$ cat src/hdl/mfb_pkg.sv
// ----------------------------------------------------------------------------
// Monochrome frame buffer package
// Shared types, operation codes and the pixel mask function of the
// rectangle fill frame buffer.
// ----------------------------------------------------------------------------
package mfb_pkg;

   localparam int ROW_W  = 10;
   localparam int XPOS_W = 10;
   localparam int COL_W  = 7;
   localparam int BYTE_W = 8;
   localparam int PROD_W = ROW_W + COL_W;

   localparam logic [1:0] FUNC_FILL  = 2'd0;
   localparam logic [1:0] FUNC_CLEAR = 2'd1;
   localparam logic [1:0] FUNC_READ  = 2'd2;

   localparam logic [BYTE_W-1:0] BYTE_WHITE = 8'hFF;
   localparam logic [2:0]        BIT_LAST   = 3'h7;

   typedef struct packed {
      logic [1:0]        func;
      logic [XPOS_W-1:0] left_x;
      logic [ROW_W-1:0]  top_y;
      logic [XPOS_W-1:0] right_x;
      logic [ROW_W-1:0]  bottom_y;
      logic              pixel_color;
      logic [ROW_W-1:0]  read_row;
      logic [COL_W-1:0]  read_column;
   } req_type;

   typedef struct packed {
      logic [BYTE_W-1:0] read_data;
      logic              read_valid;
   } rsp_type;

   typedef enum logic [2:0] {
      ST_IDLE,
      ST_SETUP,
      ST_FILL_RD,
      ST_FILL_WR,
      ST_CLEAR,
      ST_READ_ADDR,
      ST_READ_WAIT,
      ST_DONE
   } state_type;

   // Bits lo to hi inclusive set, bit 0 being the leftmost pixel.
   function automatic logic [BYTE_W-1:0] span_mask(input logic [2:0] lo,
                                                   input logic [2:0] hi);
      logic [BYTE_W-1:0] from_lo;
      logic [BYTE_W-1:0] to_hi;
      from_lo   = BYTE_WHITE << lo;
      to_hi     = BYTE_WHITE >> (BIT_LAST - hi);
      span_mask = from_lo & to_hi;
   endfunction

endpackage

$ cat src/hdl/mfb_seq.sv
// ----------------------------------------------------------------------------
// Frame buffer sequencer
// Orders the box corners, then walks rows and byte columns through one
// shared address adder, doing a read-modify-write of each byte. Also runs
// the clear sweep, the byte read and the result register.
// ----------------------------------------------------------------------------
module mfb_seq #(
   parameter int LINES          = 240,
   parameter int BYTES_PER_LINE = 50,
   parameter int DEPTH          = 12000,
   parameter int ADDR_W         = 14
) (
   input  logic                       clock,
   input  logic                       reset,
   input  logic                       req_valid,
   output logic                       req_stall,
   input  mfb_pkg::req_type           req,
   output logic                       rsp_valid,
   input  logic                       rsp_stall,
   output mfb_pkg::rsp_type           rsp,
   output logic                       mem_we,
   output logic                       mem_re,
   output logic [ADDR_W-1:0]          mem_addr,
   output logic [mfb_pkg::BYTE_W-1:0] mem_wdata,
   input  logic [mfb_pkg::BYTE_W-1:0] mem_rdata
);
   import mfb_pkg::*;

   localparam logic [ROW_W:0]    LINES_X     = (ROW_W + 1)'(LINES);
   localparam logic [ROW_W-1:0]  LAST_ROW    = ROW_W'(LINES - 1);
   localparam logic [COL_W:0]    BPL_X       = (COL_W + 1)'(BYTES_PER_LINE);
   localparam logic [COL_W-1:0]  LAST_COL    = COL_W'(BYTES_PER_LINE - 1);
   localparam logic [ADDR_W-1:0] ROW_STEP    = ADDR_W'(BYTES_PER_LINE);
   localparam logic [ADDR_W-1:0] LAST_ADDR   = ADDR_W'(DEPTH - 1);
   localparam logic [PROD_W-1:0] BPL_PROD    = PROD_W'(BYTES_PER_LINE);

   state_type         state_ff,      state_in;
   logic [1:0]        func_ff,       func_in;
   logic [XPOS_W-1:0] left_ff,       left_in;
   logic [XPOS_W-1:0] right_ff,      right_in;
   logic [ROW_W-1:0]  top_ff,        top_in;
   logic [ROW_W-1:0]  bottom_ff,     bottom_in;
   logic              color_ff,      color_in;
   logic [ROW_W-1:0]  rrow_ff,       rrow_in;
   logic [COL_W-1:0]  rcol_ff,       rcol_in;
   logic [COL_W-1:0]  first_col_ff,  first_col_in;
   logic [COL_W-1:0]  last_col_ff,   last_col_in;
   logic [ROW_W-1:0]  walk_row_ff,   walk_row_in;
   logic [COL_W-1:0]  walk_col_ff,   walk_col_in;
   logic [ADDR_W-1:0] base_ff,       base_in;
   rsp_type           res_ff,        res_in;
   rsp_type           rsp_ff,        rsp_in;
   logic              rsp_valid_ff,  rsp_valid_in;

   logic [ROW_W-1:0]  mul_row;
   logic [PROD_W-1:0] mul_prod;
   logic [COL_W-1:0]  add_col;
   logic [ADDR_W-1:0] add_sum;
   logic [COL_W-1:0]  right_col;
   logic [2:0]        lo_bit;
   logic [2:0]        hi_bit;
   logic [BYTE_W-1:0] mask;

   always_ff @(posedge clock) begin
      if (reset) begin
         state_ff     <= ST_IDLE;
         walk_row_ff  <= '0;
         walk_col_ff  <= '0;
         rsp_valid_ff <= 1'b0;
      end else begin
         state_ff     <= state_in;
         walk_row_ff  <= walk_row_in;
         walk_col_ff  <= walk_col_in;
         rsp_valid_ff <= rsp_valid_in;
      end
   end

   always_ff @(posedge clock) begin
      func_ff      <= func_in;
      left_ff      <= left_in;
      right_ff     <= right_in;
      top_ff       <= top_in;
      bottom_ff    <= bottom_in;
      color_ff     <= color_in;
      rrow_ff      <= rrow_in;
      rcol_ff      <= rcol_in;
      first_col_ff <= first_col_in;
      last_col_ff  <= last_col_in;
      base_ff      <= base_in;
      res_ff       <= res_in;
      rsp_ff       <= rsp_in;
   end

   // Shared address arithmetic: row base product and base plus column.
   assign mul_row  = (func_ff == FUNC_READ) ? rrow_ff : top_ff;
   assign mul_prod = PROD_W'(mul_row) * BPL_PROD;
   assign add_col  = (state_ff == ST_READ_ADDR) ? rcol_ff : walk_col_ff;
   assign add_sum  = base_ff + ADDR_W'(add_col);

   assign right_col = right_ff[XPOS_W-1:3];
   assign lo_bit    = (walk_col_ff == left_ff[XPOS_W-1:3]) ? left_ff[2:0] : 3'h0;
   assign hi_bit    = (walk_col_ff == right_col) ? right_ff[2:0] : BIT_LAST;
   assign mask      = span_mask(lo_bit, hi_bit);

   always_comb begin
      state_in     = state_ff;
      func_in      = func_ff;
      left_in      = left_ff;
      right_in     = right_ff;
      top_in       = top_ff;
      bottom_in    = bottom_ff;
      color_in     = color_ff;
      rrow_in      = rrow_ff;
      rcol_in      = rcol_ff;
      first_col_in = first_col_ff;
      last_col_in  = last_col_ff;
      walk_row_in  = walk_row_ff;
      walk_col_in  = walk_col_ff;
      base_in      = base_ff;
      res_in       = res_ff;
      rsp_in       = rsp_ff;
      rsp_valid_in = rsp_valid_ff && rsp_stall;
      mem_we       = 1'b0;
      mem_re       = 1'b0;
      mem_addr     = add_sum;
      mem_wdata    = color_ff ? (mem_rdata | mask) : (mem_rdata & ~mask);

      case (state_ff)
         ST_IDLE: begin
            if (req_valid) begin
               func_in   = req.func;
               left_in   = (req.left_x < req.right_x) ? req.left_x : req.right_x;
               right_in  = (req.left_x < req.right_x) ? req.right_x : req.left_x;
               top_in    = (req.top_y < req.bottom_y) ? req.top_y : req.bottom_y;
               bottom_in = (req.top_y < req.bottom_y) ? req.bottom_y : req.top_y;
               color_in  = req.pixel_color;
               rrow_in   = req.read_row;
               rcol_in   = req.read_column;
               res_in    = '0;
               state_in  = ST_SETUP;
            end
         end
         ST_SETUP: begin
            base_in      = mul_prod[ADDR_W-1:0];
            first_col_in = left_ff[XPOS_W-1:3];
            last_col_in  = ({1'b0, right_col} >= BPL_X) ? LAST_COL : right_col;
            state_in     = ST_DONE;
            case (func_ff)
               FUNC_FILL: begin
                  if (({1'b0, top_ff} < LINES_X) &&
                      ({1'b0, left_ff[XPOS_W-1:3]} < BPL_X)) begin
                     bottom_in   = ({1'b0, bottom_ff} >= LINES_X) ? LAST_ROW : bottom_ff;
                     walk_row_in = top_ff;
                     walk_col_in = left_ff[XPOS_W-1:3];
                     state_in    = ST_FILL_RD;
                  end
               end
               FUNC_CLEAR: begin
                  base_in  = '0;
                  state_in = ST_CLEAR;
               end
               FUNC_READ: begin
                  if (({1'b0, rrow_ff} < LINES_X) && ({1'b0, rcol_ff} < BPL_X)) begin
                     state_in = ST_READ_ADDR;
                  end
               end
               default: begin
                  state_in = ST_DONE;
               end
            endcase
         end
         ST_FILL_RD: begin
            mem_re   = 1'b1;
            state_in = ST_FILL_WR;
         end
         ST_FILL_WR: begin
            mem_we   = 1'b1;
            state_in = ST_FILL_RD;
            if (walk_col_ff == last_col_ff) begin
               walk_col_in = first_col_ff;
               if (walk_row_ff == bottom_ff) begin
                  walk_row_in = '0;
                  walk_col_in = '0;
                  state_in    = ST_DONE;
               end else begin
                  walk_row_in = walk_row_ff + 1'b1;
                  base_in     = base_ff + ROW_STEP;
               end
            end else begin
               walk_col_in = walk_col_ff + 1'b1;
            end
         end
         ST_CLEAR: begin
            mem_we    = 1'b1;
            mem_addr  = base_ff;
            mem_wdata = BYTE_WHITE;
            if (base_ff == LAST_ADDR) begin
               state_in = ST_DONE;
            end else begin
               base_in = base_ff + 1'b1;
            end
         end
         ST_READ_ADDR: begin
            mem_re   = 1'b1;
            state_in = ST_READ_WAIT;
         end
         ST_READ_WAIT: begin
            res_in.read_data  = mem_rdata;
            res_in.read_valid = 1'b1;
            state_in          = ST_DONE;
         end
         ST_DONE: begin
            if (!rsp_valid_ff || !rsp_stall) begin
               rsp_in       = res_ff;
               rsp_valid_in = 1'b1;
               state_in     = ST_IDLE;
            end
         end
         default: begin
            state_in = ST_IDLE;
         end
      endcase
   end

   assign req_stall = (state_ff != ST_IDLE);
   assign rsp_valid = rsp_valid_ff;
   assign rsp       = rsp_ff;

endmodule

$ cat config.mk
export PLATFORM = sky130hd
export DESIGN_NAME = mfb_seq
export DESIGN_NICKNAME = d
export VERILOG_FILES = /design/src/hdl/mfb_pkg.sv /design/src/hdl/mfb_seq.sv
export SDC_FILE = /design/constraint.sdc
export NUM_CORES = 1
export LEC_CHECK = 0
export BUFFER_PORTS_ARGS = -buffer_cell sky130_fd_sc_hd__buf_4
export CAP_MARGIN = 15
export CELL_PAD_IN_SITES_DETAIL_PLACEMENT = 1
export CELL_PAD_IN_SITES_GLOBAL_PLACEMENT = 2
export CORE_MARGIN = 2
export CORE_UTILIZATION = 38
export CTS_CLUSTER_DIAMETER = 100
export DETAILED_ROUTE_END_ITERATION = 10
export PLACE_DENSITY_LB_ADDON = 0.1
export SLEW_MARGIN = 10
export SYNTH_ARGS = -nofsm -noshare
export SYNTH_HDL_FRONTEND = slang
export SYNTH_SLANG_ARGS = --single-unit
$ cat constraint.sdc
create_clock -name clock -period 5.25 [get_ports clock]
set_input_delay 1.575 -clock clock [delete_from_list [all_inputs] [get_ports clock]]
set_output_delay 1.575 -clock clock [all_outputs]
set_load 0.005 [all_outputs]
==> flow_metrics.env <==
export IMPL_critical_path_top_delay_family="compound AO/OA/AOI/OAI gates"
export IMPL_root_buffer="clkbuf_16"
export IMPL_crit_end="mem_addr[6]"
export IMPL_wirelength_um=23400
export IMPL_io_buffer_count=106
export IMPL_timing_rr_end="base_ff[12]"
export IMPL_status="complete, no violations"
export IMPL_end_kind="output pin"
export IMPL_rr_startpoint="func_ff[0]"
export IMPL_antenna_found_initial=0
export IMPL_multi_input_area_um2=4350
export IMPL_critical_path_max_stage_delay_ns=0.46
export IMPL_skew_ns=0.00720
export IMPL_rr_worst_depth=13
export IMPL_timing_fmax_ghz=0.203
export IMPL_synth_area_um2=8350
export IMPL_die_area_um2=23200
export IMPL_utilization=0.465
export IMPL_finalSetupTns_ns=0
export IMPL_finalHoldViolCount=0
export IMPL_synth_edff_count=106
export IMPL_synthArstFlopShare=0
export IMPL_die_height_um=152
export IMPL_htreeDepth=4
export IMPL_setup_viol=0
export IMPL_rsz0062_at_grt="false"
export IMPL_path_buf_inv=2
export IMPL_synth_ff_type="edfxtp_1"
export IMPL_drv_cap=0
export IMPL_nets=1054
export IMPL_clk_latency_ns=0.42
export IMPL_synth_warnings=0
export IMPL_ys_seq_elements=127
export IMPL_drv_slew=0
export IMPL_regArea_um2=3610
export IMPL_slowest_stage="dfxtp_2"
export IMPL_rows=54
export IMPL_io_pins=107
export IMPL_dieWidth_um=152
export IMPL_drive_gt1_frac=0.224
export IMPL_cts_tree="yes"
export IMPL_maxSlewHeadroom=0.302
export IMPL_final_period_utilization=0.938
export IMPL_start_util=0.385
export IMPL_fin_crit_ns=4.92
export IMPL_cts_sinks=127
export IMPL_num_fill_cells=2410
export IMPL_critPathLaunch="state_ff[1]"
export IMPL_leakagePower_nw=4.09
export IMPL_yosysSeqAreaShare=0.432
export IMPL_diodes=0
export IMPL_wire_per_inst_um=19.3
export IMPL_crit_chain="nand3b_1, buf_4, mux2_2, ha_1, nor2b_1, o21ai_0, a21boi_1, o21a_1, o21a_1, o31ai_1, buf_4"
export IMPL_num_vias=6566
export IMPL_remaining_drc_errors=0
export IMPL_power_density_nw_per_um2=486
export IMPL_hold_class="reg -> reg"
export IMPL_reg2reg_slack_ns=0.84
export IMPL_drt_iter0_markers=245
export IMPL_overflow=0
export IMPL_ys_types=65
export IMPL_tightest_slew_ns=1.05
export IMPL_clkTransAtPathRegs_ns=0.06
export IMPL_crit_fanout=14
export IMPL_start_kind="flip-flop"
export IMPL_worstPathRequired_ns=3.68
export IMPL_cts_buffers=17
export IMPL_synthCells=818
export IMPL_first_pass_iters=4
export IMPL_cp_depth=11
export IMPL_viasPerCell=5.43
export IMPL_crit_arrival_ns=3.35
export IMPL_syn_to_final_growth_pct=20.8
export IMPL_hpwl_um=17600
export IMPL_path_class="reg -> out"
export IMPL_grt_pass1_vias=7174
export IMPL_peakVddDrop_mv=0.237
export IMPL_antenna_left=0
export IMPL_grt_usage=0.205
export IMPL_grt_first_pass_wirelength_um=38100
export IMPL_coreArea_um2=21700
export IMPL_syn_avg_cell_area_um2=10.2
export IMPL_grt_max_degree=51
export IMPL_syn_num_nets=956
export IMPL_cts_max_path_buffers=2
export IMPL_place_congestion=0.827
-- sequential cells by signal, summed over array words and instances, names as in the netlist --
name,flops
base_ff,14
bottom_ff,10
color_ff,1
first_col_ff,7
func_ff,2
last_col_ff,7
left_ff,10
rcol_ff,7
res_ff,9
right_ff,10
rrow_ff,10
rsp,9
rsp_valid,1
state_ff,3
top_ff,10
walk_col_ff,7
walk_row_ff,10
-- cells by family (layout without fill, tap and decap cells) --
family / Yosys count / after routing / share of synthesized area
AND/OR/NAND/NOR: 234 / 234 / 0.140
adder cells (fa/ha/maj): 66 / 66 / 0.104
other: 1 / 1 / 0.000449
buffers and inverters: 101 / 212 / 0.0493
multiplexers: 55 / 55 / 0.0712
XOR/XNOR: 63 / 63 / 0.0661
flip-flops: 127 / 127 / 0.432
AO/OA/AOI/OAI: 171 / 171 / 0.137
-- worst min-delay path by stage --
stage	start	endpoint	slack [ns]	cells past startpoint
global route	res_ff[0]	rsp[0]	0.42	0
global placement	res_ff[5]	rsp[5]	0.40	0
floorplan	res_ff[0]	rsp[0]	0.40	0
finish	res_ff[2]	rsp[2]	0.42	0
detailed placement	res_ff[0]	rsp[0]	0.41	0
CTS	res_ff[2]	rsp[2]	0.42	0
-- layer usage --
| layer | global-route usage | up-vias | wire length, um |
|---|---|---|---|
| met5 | 0 | - | 0 |
| met4 | 0.0632 | 0 | 380 |
| met3 | 0.0279 | 27 | 546 |
| met2 | 0.358 | 91 | 12000 |
| met1 | 0.264 | 3248 | 10500 |
| li1 | - | 3200 | - |
-- cells in the final DEF (no fill, tap or decap), drive strengths merged, types with 7 or more instances in the layout --
master	instances
buf	120
edfxtp	106
inv	62
ha	60
nand2	58
nor2	55
o21ai	46
a21oi	39
mux2	35
xnor2	35
xor2	28
nor3	27
nand3	24
dfxtp	21
mux2i	20
clkbuf	17
and2	13
nand4	11
and3	8
a221oi	8
a221o	7
clkinv	7
a31oi	7
nor4	7
-- stage by stage --
step           total power [mW]  cell area (um2)  setup slack, ns  hold WS [ns]  instances
4_1_cts                    4.94            10000          0.00849         0.422       1204
6_report                   4.90            10100            0.328         0.420       1209
2_1_floorplan              2.95             8350             1.03         0.400        818
3_3_place_gp               3.56             9390            0.661         0.402       1172
3_5_place_dp               3.62             9390            0.508         0.406       1172
5_1_grt                    5.26            10100           0.0964         0.423       1209
-- layout make-up --
type / count / area share
multi-input cells: 590 / 0.431
flip-flops and latches: 127 / 0.358
repair buffers: 120 / 0.0906
clock buffers: 17 / 0.0422
well taps: 280 / 0.0347
inverters: 60 / 0.0228
clock inverters: 15 / 0.0208
-- repair_timing --
item | 4_1_cts | 5_1_grt
hold buffers | 0 | 0
endpoints found under the setup margin | 0 | 8
buffers inserted | 0 | 3
resized for setup | 0 | 4
-- worst register-to-register path, stage by stage (launching register included) --
cell       delay [ns]
edfxtp_1         0.43
inv_1            0.11
ha_1             0.57
mux2_2           0.45
ha_1             0.32
ha_1             0.28
inv_1            0.05
fa_1             0.49
inv_1            0.04
ha_1             0.34
o21a_1           0.22
a2111oi_0        0.57
nor4_1           0.11
nand3b_1         0.17
-- synthesized netlist by cell type, drive strengths merged, types with 3 or more instances --
cell     count  area [um2]
o2111ai      3        26.3
a211o        3        26.3
xor2        28         245
dfxtp       21         420
nand2       58         218
a22oi        5        37.5
a221oi       8        70.1
edfxtp     106        3180
a211oi       4        30.0
ha          60         751
mux2        35         394
and2        13        81.3
nor4         7        62.6
and4         3        26.3
inv         59         221
o32ai        6        52.6
o22ai        4        25.0
nor3b        4        30.0
o311ai       3        26.3
a31oi        7        50.1
and3         8        50.1
o31ai        5        37.5
mux2i       20         200
a221o        7        70.1
or3          6        37.5
nor3        27         135
xnor2       35         307
o21ai       46         234
fa           6         120
a21oi       39         203
or2          5        31.3
nand3       24         120
o21a         6        45.0
nand2b       5        31.3
nor2        55         214
o211ai       5        37.5
nor2b        3        18.8
clkbuf      29         109
a21o         4        30.0
buf         12        72.6
nand4       11        68.8
o221ai       3        26.3
-- power by group --
part           switching, mW  internal, mW
logic                   1.07         0.879
clock network          0.484         0.801
registers              0.260          1.41
total                   1.81          3.09
(Power assumes the default switching activity.)
